**config.mk**
```make
export PLATFORM = sky130hd
export DESIGN_NAME = qrmi_ctrl
export DESIGN_NICKNAME = d
export VERILOG_FILES = /design/src/hdl/qrmi_pkg.sv /design/src/hdl/qrmi_ctrl.sv
export SDC_FILE = /design/constraint.sdc
export NUM_CORES = 1
export LEC_CHECK = 0
export ABC_CLOCK_PERIOD_IN_PS = 1400
export BUFFER_PORTS_ARGS = -buffer_cell sky130_fd_sc_hd__buf_2
export CORE_AREA = 10 10 47 49
export CTS_BUF_LIST = sky130_fd_sc_hd__clkbuf_2
export CTS_CLUSTER_SIZE = 25
export DETAILED_ROUTE_END_ITERATION = 10
export DIE_AREA = 0 0 57 59
export GPL_TIMING_DRIVEN = 0
export PLACE_DENSITY = 0.65
export SETUP_SLACK_MARGIN = 0.05
export SLEW_MARGIN = 20
export SYNTH_ARGS = -nofsm -noshare
export SYNTH_HDL_FRONTEND = slang
export SYNTH_SLANG_ARGS = --single-unit
```
**constraint.sdc**
```tcl
create_clock -name clock -period 1.4 [get_ports clock]
set_input_delay 0.07 -clock clock [delete_from_list [all_inputs] [get_ports clock]]
set_output_delay 0.07 -clock clock [all_outputs]
set_load 0.005 [all_outputs]
```
**src/hdl/qrmi_pkg.sv**
```systemverilog
// shared types and constants for the quad region mean intensity block
package qrmi_pkg;

   localparam int CORNERS         = 4;
   localparam int VALUE_WIDTH     = 8;
   localparam int SUM_WIDTH       = 32;
   localparam int OUT_COUNT_WIDTH = 24;
   localparam int CSR_INDEX_WIDTH = 3;
   localparam int DIV_STEPS       = SUM_WIDTH;
   localparam int STEP_WIDTH      = $clog2(DIV_STEPS);

   localparam logic [STEP_WIDTH-1:0] STEP_LAST = STEP_WIDTH'(DIV_STEPS - 1);

   localparam logic [CSR_INDEX_WIDTH-1:0] CSR_CORNER_X0 = 3'd0;
   localparam logic [CSR_INDEX_WIDTH-1:0] CSR_CORNER_Y0 = 3'd1;
   localparam logic [CSR_INDEX_WIDTH-1:0] CSR_CORNER_X1 = 3'd2;
   localparam logic [CSR_INDEX_WIDTH-1:0] CSR_CORNER_Y1 = 3'd3;
   localparam logic [CSR_INDEX_WIDTH-1:0] CSR_CORNER_X2 = 3'd4;
   localparam logic [CSR_INDEX_WIDTH-1:0] CSR_CORNER_Y2 = 3'd5;
   localparam logic [CSR_INDEX_WIDTH-1:0] CSR_CORNER_X3 = 3'd6;
   localparam logic [CSR_INDEX_WIDTH-1:0] CSR_CORNER_Y3 = 3'd7;

   typedef enum logic [2:0] {
      ST_RUN,
      ST_DRAIN,
      ST_LOAD,
      ST_DIV,
      ST_FINISH
   } ctrl_state_type;

   typedef struct packed {
      logic take;
      logic div_load;
      logic div_step;
      logic out_load;
   } ctrl_cmd_type;

   typedef struct packed {
      logic acc_last;
   } ctrl_stat_type;

endpackage

```
**src/hdl/qrmi_ctrl.sv**
```systemverilog
// controller state machine: input flow, divide sequencing and result handshake
module qrmi_ctrl (
   input  logic                    clock,
   input  logic                    reset,
   input  logic                    req_valid,
   output logic                    req_ready,
   input  logic                    req_last_pixel,
   output logic                    rsp_valid,
   input  logic                    rsp_ready,
   output qrmi_pkg::ctrl_cmd_type  cmd,
   input  qrmi_pkg::ctrl_stat_type stat
);
   import qrmi_pkg::*;

   ctrl_state_type        state_ff, state_in;
   logic [STEP_WIDTH-1:0] step_ff, step_in;
   logic                  rsp_valid_ff, rsp_valid_in;

   always_ff @(posedge clock) begin
      if (reset) begin
         state_ff     <= ST_RUN;
         step_ff      <= '0;
         rsp_valid_ff <= 1'b0;
      end else begin
         state_ff     <= state_in;
         step_ff      <= step_in;
         rsp_valid_ff <= rsp_valid_in;
      end
   end

   always_comb begin
      state_in     = state_ff;
      step_in      = step_ff;
      cmd          = '0;
      rsp_valid_in = rsp_valid_ff && !rsp_ready;
      req_ready    = (state_ff == ST_RUN);
      case (state_ff)
         ST_RUN: begin
            cmd.take = req_valid;
            if (req_valid && req_last_pixel) begin
               state_in = ST_DRAIN;
            end
         end
         ST_DRAIN: begin
            if (stat.acc_last) begin
               state_in = ST_LOAD;
            end
         end
         ST_LOAD: begin
            cmd.div_load = 1'b1;
            step_in      = '0;
            state_in     = ST_DIV;
         end
         ST_DIV: begin
            cmd.div_step = 1'b1;
            step_in      = step_ff + STEP_WIDTH'(1);
            if (step_ff == STEP_LAST) begin
               state_in = ST_FINISH;
            end
         end
         ST_FINISH: begin
            if (!rsp_valid_ff || rsp_ready) begin
               cmd.out_load = 1'b1;
               rsp_valid_in = 1'b1;
               state_in     = ST_RUN;
            end
         end
         default: begin
            state_in = ST_RUN;
         end
      endcase
   end

   assign rsp_valid = rsp_valid_ff;

`ifndef SYNTH
   a_last_only_drain: assert property (@(posedge clock) disable iff (reset)
      stat.acc_last |-> state_ff == ST_DRAIN)
      else $error("last word reached accumulator outside drain");

   a_drain_to_load: assert property (@(posedge clock) disable iff (reset)
      state_ff == ST_DRAIN && stat.acc_last |=> state_ff == ST_LOAD)
      else $error("divide not started after last word");

   a_full_divide: assert property (@(posedge clock) disable iff (reset)
      state_ff == ST_DIV && step_ff == STEP_LAST |=> state_ff == ST_FINISH)
      else $error("divide did not end after all steps");

   a_rsp_from_finish: assert property (@(posedge clock) disable iff (reset)
      $rose(rsp_valid_ff) |-> $past(state_ff) == ST_FINISH)
      else $error("result raised outside finish");
`endif

endmodule

```
Word level (Yosys, flattened, before mapping)
Cells that the tools add are included.
{"block": "totals", "reg_bits": 9, "out_inout_bits": 6}
{"block": "classes", "add_sub_neg": 1, "eq_ne": 9, "muxes": 13, "n_reduce_logical": 8}
{"op": "3-bit case mux with 5 select lines", "count": 1}
{"op": "3-bit two-way mux", "count": 4}
{"op": "5-bit case mux with 2 select lines", "count": 1}
{"op": "1-bit two-way mux", "count": 7}
{"op": "3-bit by 2-bit equality test with 1-bit output (second input constant)", "count": 2}
{"op": "2-bit != test (second input constant)", "count": 3}
{"op": "5-bit by 1-bit adder with 5-bit output (second input constant)", "count": 1}
{"op": "5-bit equality test (second input constant)", "count": 1}
{"op": "4-bit AND reduction", "count": 1}
{"op": "3-bit by 1-bit equality test with 1-bit output (second input constant)", "count": 1}
{"op": "3-bit equality test (second input constant)", "count": 1}
{"op": "3-bit zero test", "count": 1}
{"op": "1-bit logical AND", "count": 2}
{"op": "1-bit zero test", "count": 2}
{"op": "2-bit by 1-bit != test with 1-bit output (second input constant)", "count": 1}
{"op": "2-bit nonzero test", "count": 1}
{"op": "1-bit logical OR", "count": 1}

Depth between registers and ports, before layout
Gate-level depths: netlist (run 1).
{"block": "logic_depth", "word_depth": 4, "depth_mapped": 6, "ltp_nobuf": 6}

Worst setup path before layout (run 1)
No wires, ideal clock.
{"block": "synth_timing", "kind": "register to register", "from": "register step_ff[0]", "to": "register state_ff[0]", "arrival_time_ns": 1.382, "required_time_ns": 1.285, "setup_slack_ns": -0.097, "stages_incl_launch_ff": 6, "n_path_buf": 0, "synth_period_minus_slack_ns": 1.497, "cell_sequence": "dfxtp_1 > ha_1 > and3_1 > ha_1 > a21o_1 > a2111oi_0"}
{"block": "synth_via", "elab_chain_len": 3}
{"element": "start, declared", "line_no": "qrmi_ctrl.sv:16", "text": "logic [STEP_WIDTH-1:0] step_ff, step_in;"}
{"element": "start signal, assigned", "line_no": "qrmi_ctrl.sv:26", "text": "step_ff <= step_in;"}
{"element": "5-bit equality test", "line_no": "qrmi_ctrl.sv:57", "text": "if (step_ff == STEP_LAST) begin"}
{"element": "2-bit != test (no source line)"}
{"element": "4-bit AND reduction (no source line)"}
{"element": "end signal, assigned", "line_no": "qrmi_ctrl.sv:25", "text": "state_ff <= state_in;"}
{"element": "end, declared", "line_no": "qrmi_ctrl.sv:15", "text": "ctrl_state_type state_ff, state_in;"}
No other way between the ends.
A chain may end at the register's enable or synchronous reset.

Worst setup path in the final report (run 1)
{"block": "layout_timing", "from": "register step_ff[1]", "to": "register state_ff[0]"}
The elaborated chain is that of the path after synthesis.

==> results.toml, run 1 <==
[run_status]
status = "finished clean"

[placement]
post-place-ws_ns = -0.01960
placedCellCount = 82
port-buffer-count = 10
routabilityCongestion = 0.7470
dp_hpwl_microns = 728.8

[global_route]
overflow = 0
grt_pass1_wl_mm = 1.759
grt_antenna_before_repair = 0
grt_start_max_net_pins = 11
grt.total_usage = 0.06491
first_global_vias = 416

[power]
p_sw_mw = 0.1424
pwr-share-comb = 0.171
pwr-share-clk = 0.322
p_int_mw = 0.3769
power_mw = 0.5193
ir_drop_mv = 0.3797
p_leak_nw = 0.2533
powerDensity_nw_per_um2 = 826.7
switching_share = 0.2742
sequentialPowerShare = 0.506

[floorplanning]
core_area_sq_um = 1401
die_h_microns = 59
die-area_sq_um = 3363
fp-row-count = 14
ios = 12
initial_core_util = 0.3330
die_x_microns = 57

[logic_synthesis]
syn_nets = 64
syn_area_sq_um = 466.7
yosys_warnings = 0
synth_top_area_cell = "dfxtp_1"
synth.distinct_cells = 28
netlist.area_leader.share = 0.3861
yosysSeqAreaShare = 0.3861
netlist_instances = 56
synth_area_per_cell_sq_um = 8.334
synth_area_leaders = "dfxtp_1 39%, ha_1 5.4%, nor2_1 4.8%"
synth-seq-cells = 9

[layout]
final_common_cell = "buf_2"
final_cells = 86
insertedDiodeCount = 0
drive_above_1_share = 0.4143
fill_cells = 152
final_nets = 79
mostFrequentLayoutCells = "11 x buf_2, 6 x dfxtp_1, 5 x nor2_1, 5 x nand2_1"
area_growth_syn_to_layout_pct = 34.58

[timing]
period_share = 0.9766
worst_pin_slew_ns = 0.4712
fmax_mhz = 731.4
maxSlewViolCount = 0
hold_slack_ns = 0.1466
min_period_ns = 1.367
hold_violations = 0
finClkSkew_ns = 0.001796
fin_ws_ns = 0.03277
rsz0062_at_grt = "yes"
setup_tns_ns = 0
max_slew_margin = 0.6859
setup_viol = 0

[route]
drc_errors = 0
avgViaCountPerCell = 5.209
wl_per_cell_microns = 11.90
dr.first_iter.drc_count = 2
vias = 448
wl_mm = 1.023
drtPass1Iterations = 2
ant_nets = 0

[clock_tree]
htreeDepth = 1
cts_root_buffer = "clkbuf_2"
post_cts_buffers = 0
clkTransAtPathRegs_ns = 0.09
cts_tree = "built"
cts.sinks = 9
hold_buffers = 0
clk_latency_ns = 0.24
cts_max_path_buffers = 2
cts_buffers = 3

[setup_path]
critPathSlowestCell = "dfxtp_4"
critPathKind = "flip-flop to flip-flop"
cp_num_buf_inv = 0
critPathCaptureType = "flip-flop"
slowest_delay_ns = 0.37
critical_path_arrival_ns = 1.52
crit_chain = "ha_4 -> and3_4 -> ha_4 -> a21o_1 -> a2111oi_4"
path_delay_family = "compound AO/OA/AOI/OAI gates"
critPathLaunchType = "flip-flop"
crit_fanout = 3
worst_ep_required_time_ns = 1.56
crit_top_cell = "ha_4"

[min_path]
hold_path.class = "input pin to flip-flop"

[flow_run]
maxCapViolCount = 0
flip-flops by register name (all words and copies together), names as in the netlist:
signal and count:
rsp_valid 1, step_ff 5, state_ff 3
cell type report:
class | count | area (sq um) | area share
plain buffers | 6 | 42.54 | 0.06773
repair buffers | 10 | 50.05 | 0.07968
flip-flops and latches | 9 | 186.4 | 0.2968
clock buffers | 4 | 20.02 | 0.03187
multi-input cells | 41 | 309.0 | 0.4920
well taps | 16 | 20.02 | 0.03187
power groups by stage:
stage	combinational (mW)	clock [mW]	sequential (mW)
final	0.0889	0.167	0.263
after global routing	0.0987	0.191	0.263
after CTS	0.0760	0.173	0.265
after detailed placement	0.0703	0	0.270
after global placement	0.0685	0	0.271
after floorplan	0.0456	0	0.270
tightest hold or removal path: stages:
cell and delay, ns:
buf_2 0.08, nor2b_1 0.05, a21oi_1 0.11, nor2_1 0.04
metrics by stage:
| step | utilization | cell area [sq um] |
|---|---|---|
| 4_1_cts | 0.4259 | 596.8 |
| 5_1_grt | 0.4482 | 628.1 |
| 2_1_floorplan | - | 489.2 |
| 3_5_place_dp | 0.3991 | 559.3 |
| 6_report | 0.4482 | 628.1 |
| 3_3_place_gp | 0.3991 | 559.3 |
synthesized netlist by cell type (all sizes together):
| cell | instances |
|---|---|
| ha | 2 |
| nand2b | 1 |
| o21ai | 1 |
| and2b | 1 |
| buf | 5 |
| dfxtp | 9 |
| a21o | 1 |
| a32oi | 1 |
| nor2 | 6 |
| a211oi | 1 |
| clkbuf | 1 |
| nand3 | 4 |
| nand3b | 1 |
| a22oi | 1 |
| a2111oi | 1 |
| a31oi | 1 |
| or3b | 1 |
| a21oi | 4 |
| mux2i | 1 |
| nor3 | 2 |
| nor2b | 3 |
| nand2 | 5 |
| and2 | 1 |
| and3 | 1 |
| and3b | 1 |
logic make-up (layout without fill, tap and decap cells):
| group | count (synthesis) | after routing | share of synthesized area |
|---|---|---|---|
| adder cells (fa/ha/maj) | 2 | 2 | 0.05361 |
| AND/OR/NAND/NOR | 27 | 27 | 0.3030 |
| AO/OA/AOI/OAI | 11 | 11 | 0.1528 |
| flip-flops | 9 | 9 | 0.3861 |
| multiplexers | 1 | 1 | 0.02145 |
| buffers and inverters | 6 | 20 | 0.08307 |
timing repair:
item / 4_1_cts / 5_1_grt
resized for setup: 4 / 8
setup endpoints to repair: 3 / 6
cloned: 0 / 0
pin swaps: 0 / 1
final timing paths:
check	start	endpoint	slack, ns	depth (start not counted)
hold / removal	rsp_ready	rsp_valid	0.15	4
hold reg to reg	step_ff[4]	step_ff[4]	0.50	2
setup reg to reg	step_ff[1]	state_ff[0]	0.03	5
setup / recovery	step_ff[1]	state_ff[0]	0.03	5
per-layer routing:
layer,global-route usage,vias to the layer above,share of wire,wire length (microns)
met5,0,-,0,0
met4,0.04027,0,0.027,28
met3,0.02790,5,0.032,33
met2,0.1101,8,0.48,488
met1,0.06436,210,0.46,473
li1,-,225,-,-
No activity file was read; power rests on OpenSTA's default activity.
==> run 2, diff against run 1 <==
CORE_AREA = not set   (was 10 10 47 49)
CORE_MARGIN = 10   (was not set)
CORE_UTILIZATION = 30   (was not set)
DIE_AREA = not set   (was 0 0 57 59)
PLACE_DENSITY = 0.58   (was 0.65)
==> results.toml, run 2 (synthesis results as in run 1) <==
[run_status]
status = "finished clean"

[floorplanning]
initial_core_util = 0.3134
ios = 12
die_x_microns = 59.44
die_h_microns = 59.44
die-area_sq_um = 3533
fp-row-count = 14
core_area_sq_um = 1489

[global_route]
overflow = 0
grt.total_usage = 0.06287
grt_antenna_before_repair = 0
grt_pass1_wl_mm = 1.731
grt_start_max_net_pins = 11
first_global_vias = 415

[timing]
setup_tns_ns = 0
fin_ws_ns = 0.03284
fmax_mhz = 731.4
rsz0062_at_grt = "yes"
worst_pin_slew_ns = 0.4064
hold_violations = 0
period_share = 0.9765
max_slew_margin = 0.7291
maxSlewViolCount = 0
setup_viol = 0
finClkSkew_ns = 0.01664
min_period_ns = 1.367

[min_path]
hp-start = "rsp_ready"
hold_path.class = "input pin to flip-flop"

[placement]
port-buffer-count = 10
post-place-ws_ns = -0.06647
routabilityCongestion = 0.6881
dp_hpwl_microns = 739.9

[route]
avgViaCountPerCell = 5.012
drc_errors = 0
wl_mm = 1.051
dr.first_iter.drc_count = 7
ant_nets = 0
wl_per_cell_microns = 12.36
drtPass1Iterations = 4
vias = 426

[setup_path]
critPathCaptureType = "flip-flop"
crit_fanout = 3
worst_ep_required_time_ns = 1.56
critPathKind = "flip-flop to flip-flop"
critPathLaunchType = "flip-flop"
r2r_start = "step_ff[1]"
crit_path_start = "step_ff[1]"
critical_path_arrival_ns = 1.52

[power]
p_leak_nw = 0.2493
powerDensity_nw_per_um2 = 852.9
ir_drop_mv = 0.4457
power_mw = 0.5186

[layout]
largest_reg_flops = 5
area_growth_syn_to_layout_pct = 30.29
fill_cells = 148
final_util = 0.4084
insertedDiodeCount = 0
final_nets = 78
drive_above_1_share = 0.4203
final_common_cell = "buf_2"
mostFrequentLayoutCells = "11 x buf_2, 5 x nor2_1, 5 x nand2_1, 5 x dfxtp_1"
top_register = "step_ff"

[flow_run]
maxCapViolCount = 0

[clock_tree]
cts_root_buffer = "clkbuf_2"
cts_max_path_buffers = 2
clk_latency_ns = 0.25
htreeDepth = 1
cts_buffers = 3
cts_tree = "built"
cts.sinks = 9
post_cts_buffers = 0
clkTransAtPathRegs_ns = 0.11
hold_buffers = 0
run 2: final timing paths:
check | end | slack, ns | depth (start not counted)
setup / recovery | state_ff[0] | 0.03 | 5
hold / removal | rsp_valid | 0.15 | 4
setup reg to reg | state_ff[0] | 0.03 | 5
hold reg to reg | step_ff[1] | 0.49 | 2
run 2: cell type report:
cell class                 count  area, sq um  area share
tap                           16        20.02     0.03292
sequential                     9        185.2      0.3045
clock buffer                   4        20.02     0.03292
multi-input combinational     41        297.8      0.4897
timing repair buffer          11        55.05     0.09054
buffer                         4        30.03     0.04938
run 2: power breakdown:
group | internal, mW | leakage (nW) | switching (mW)
logic | 0.0357 | 0.158 | 0.0388
registers | 0.262 | 0.0748 | 0.00894
clock network | 0.0758 | 0.0166 | 0.0971
run 2: repair_timing:
| item | 4_1_cts | 5_1_grt |
|---|---|---|
| resized for setup | 4 | 8 |
| gates cloned | 0 | 1 |
| pin swaps | 0 | 1 |
| setup endpoints to repair | 5 | 6 |
run 2: metal layers:
| layer | global-route usage | routed length (microns) | vias to the layer above |
|---|---|---|---|
| met5 | 0 | 0 | - |
| met4 | 0.02951 | 4 | 0 |
| met3 | 0.03219 | 81 | 2 |
| met2 | 0.09658 | 465 | 18 |
| met1 | 0.06980 | 500 | 183 |
| li1 | - | - | 223 |
run 2: per-stage QoR:
step	instances	cell area, sq um	hold slack [ns]
after CTS	85	583.1	0.1265
after global placement	82	559.3	0.4122
final	85	608.1	0.1498
after floorplan	56	489.2	0.2503
after detailed placement	82	559.3	0.4104
after global routing	85	608.1	0.1650
run 2: worst max-delay path: stages (launching register included):
cell	delay (ns)
dfxtp_2	0.35
ha_4	0.17
and3_4	0.15
ha_4	0.15
a21o_1	0.18
a2111oi_2	0.29
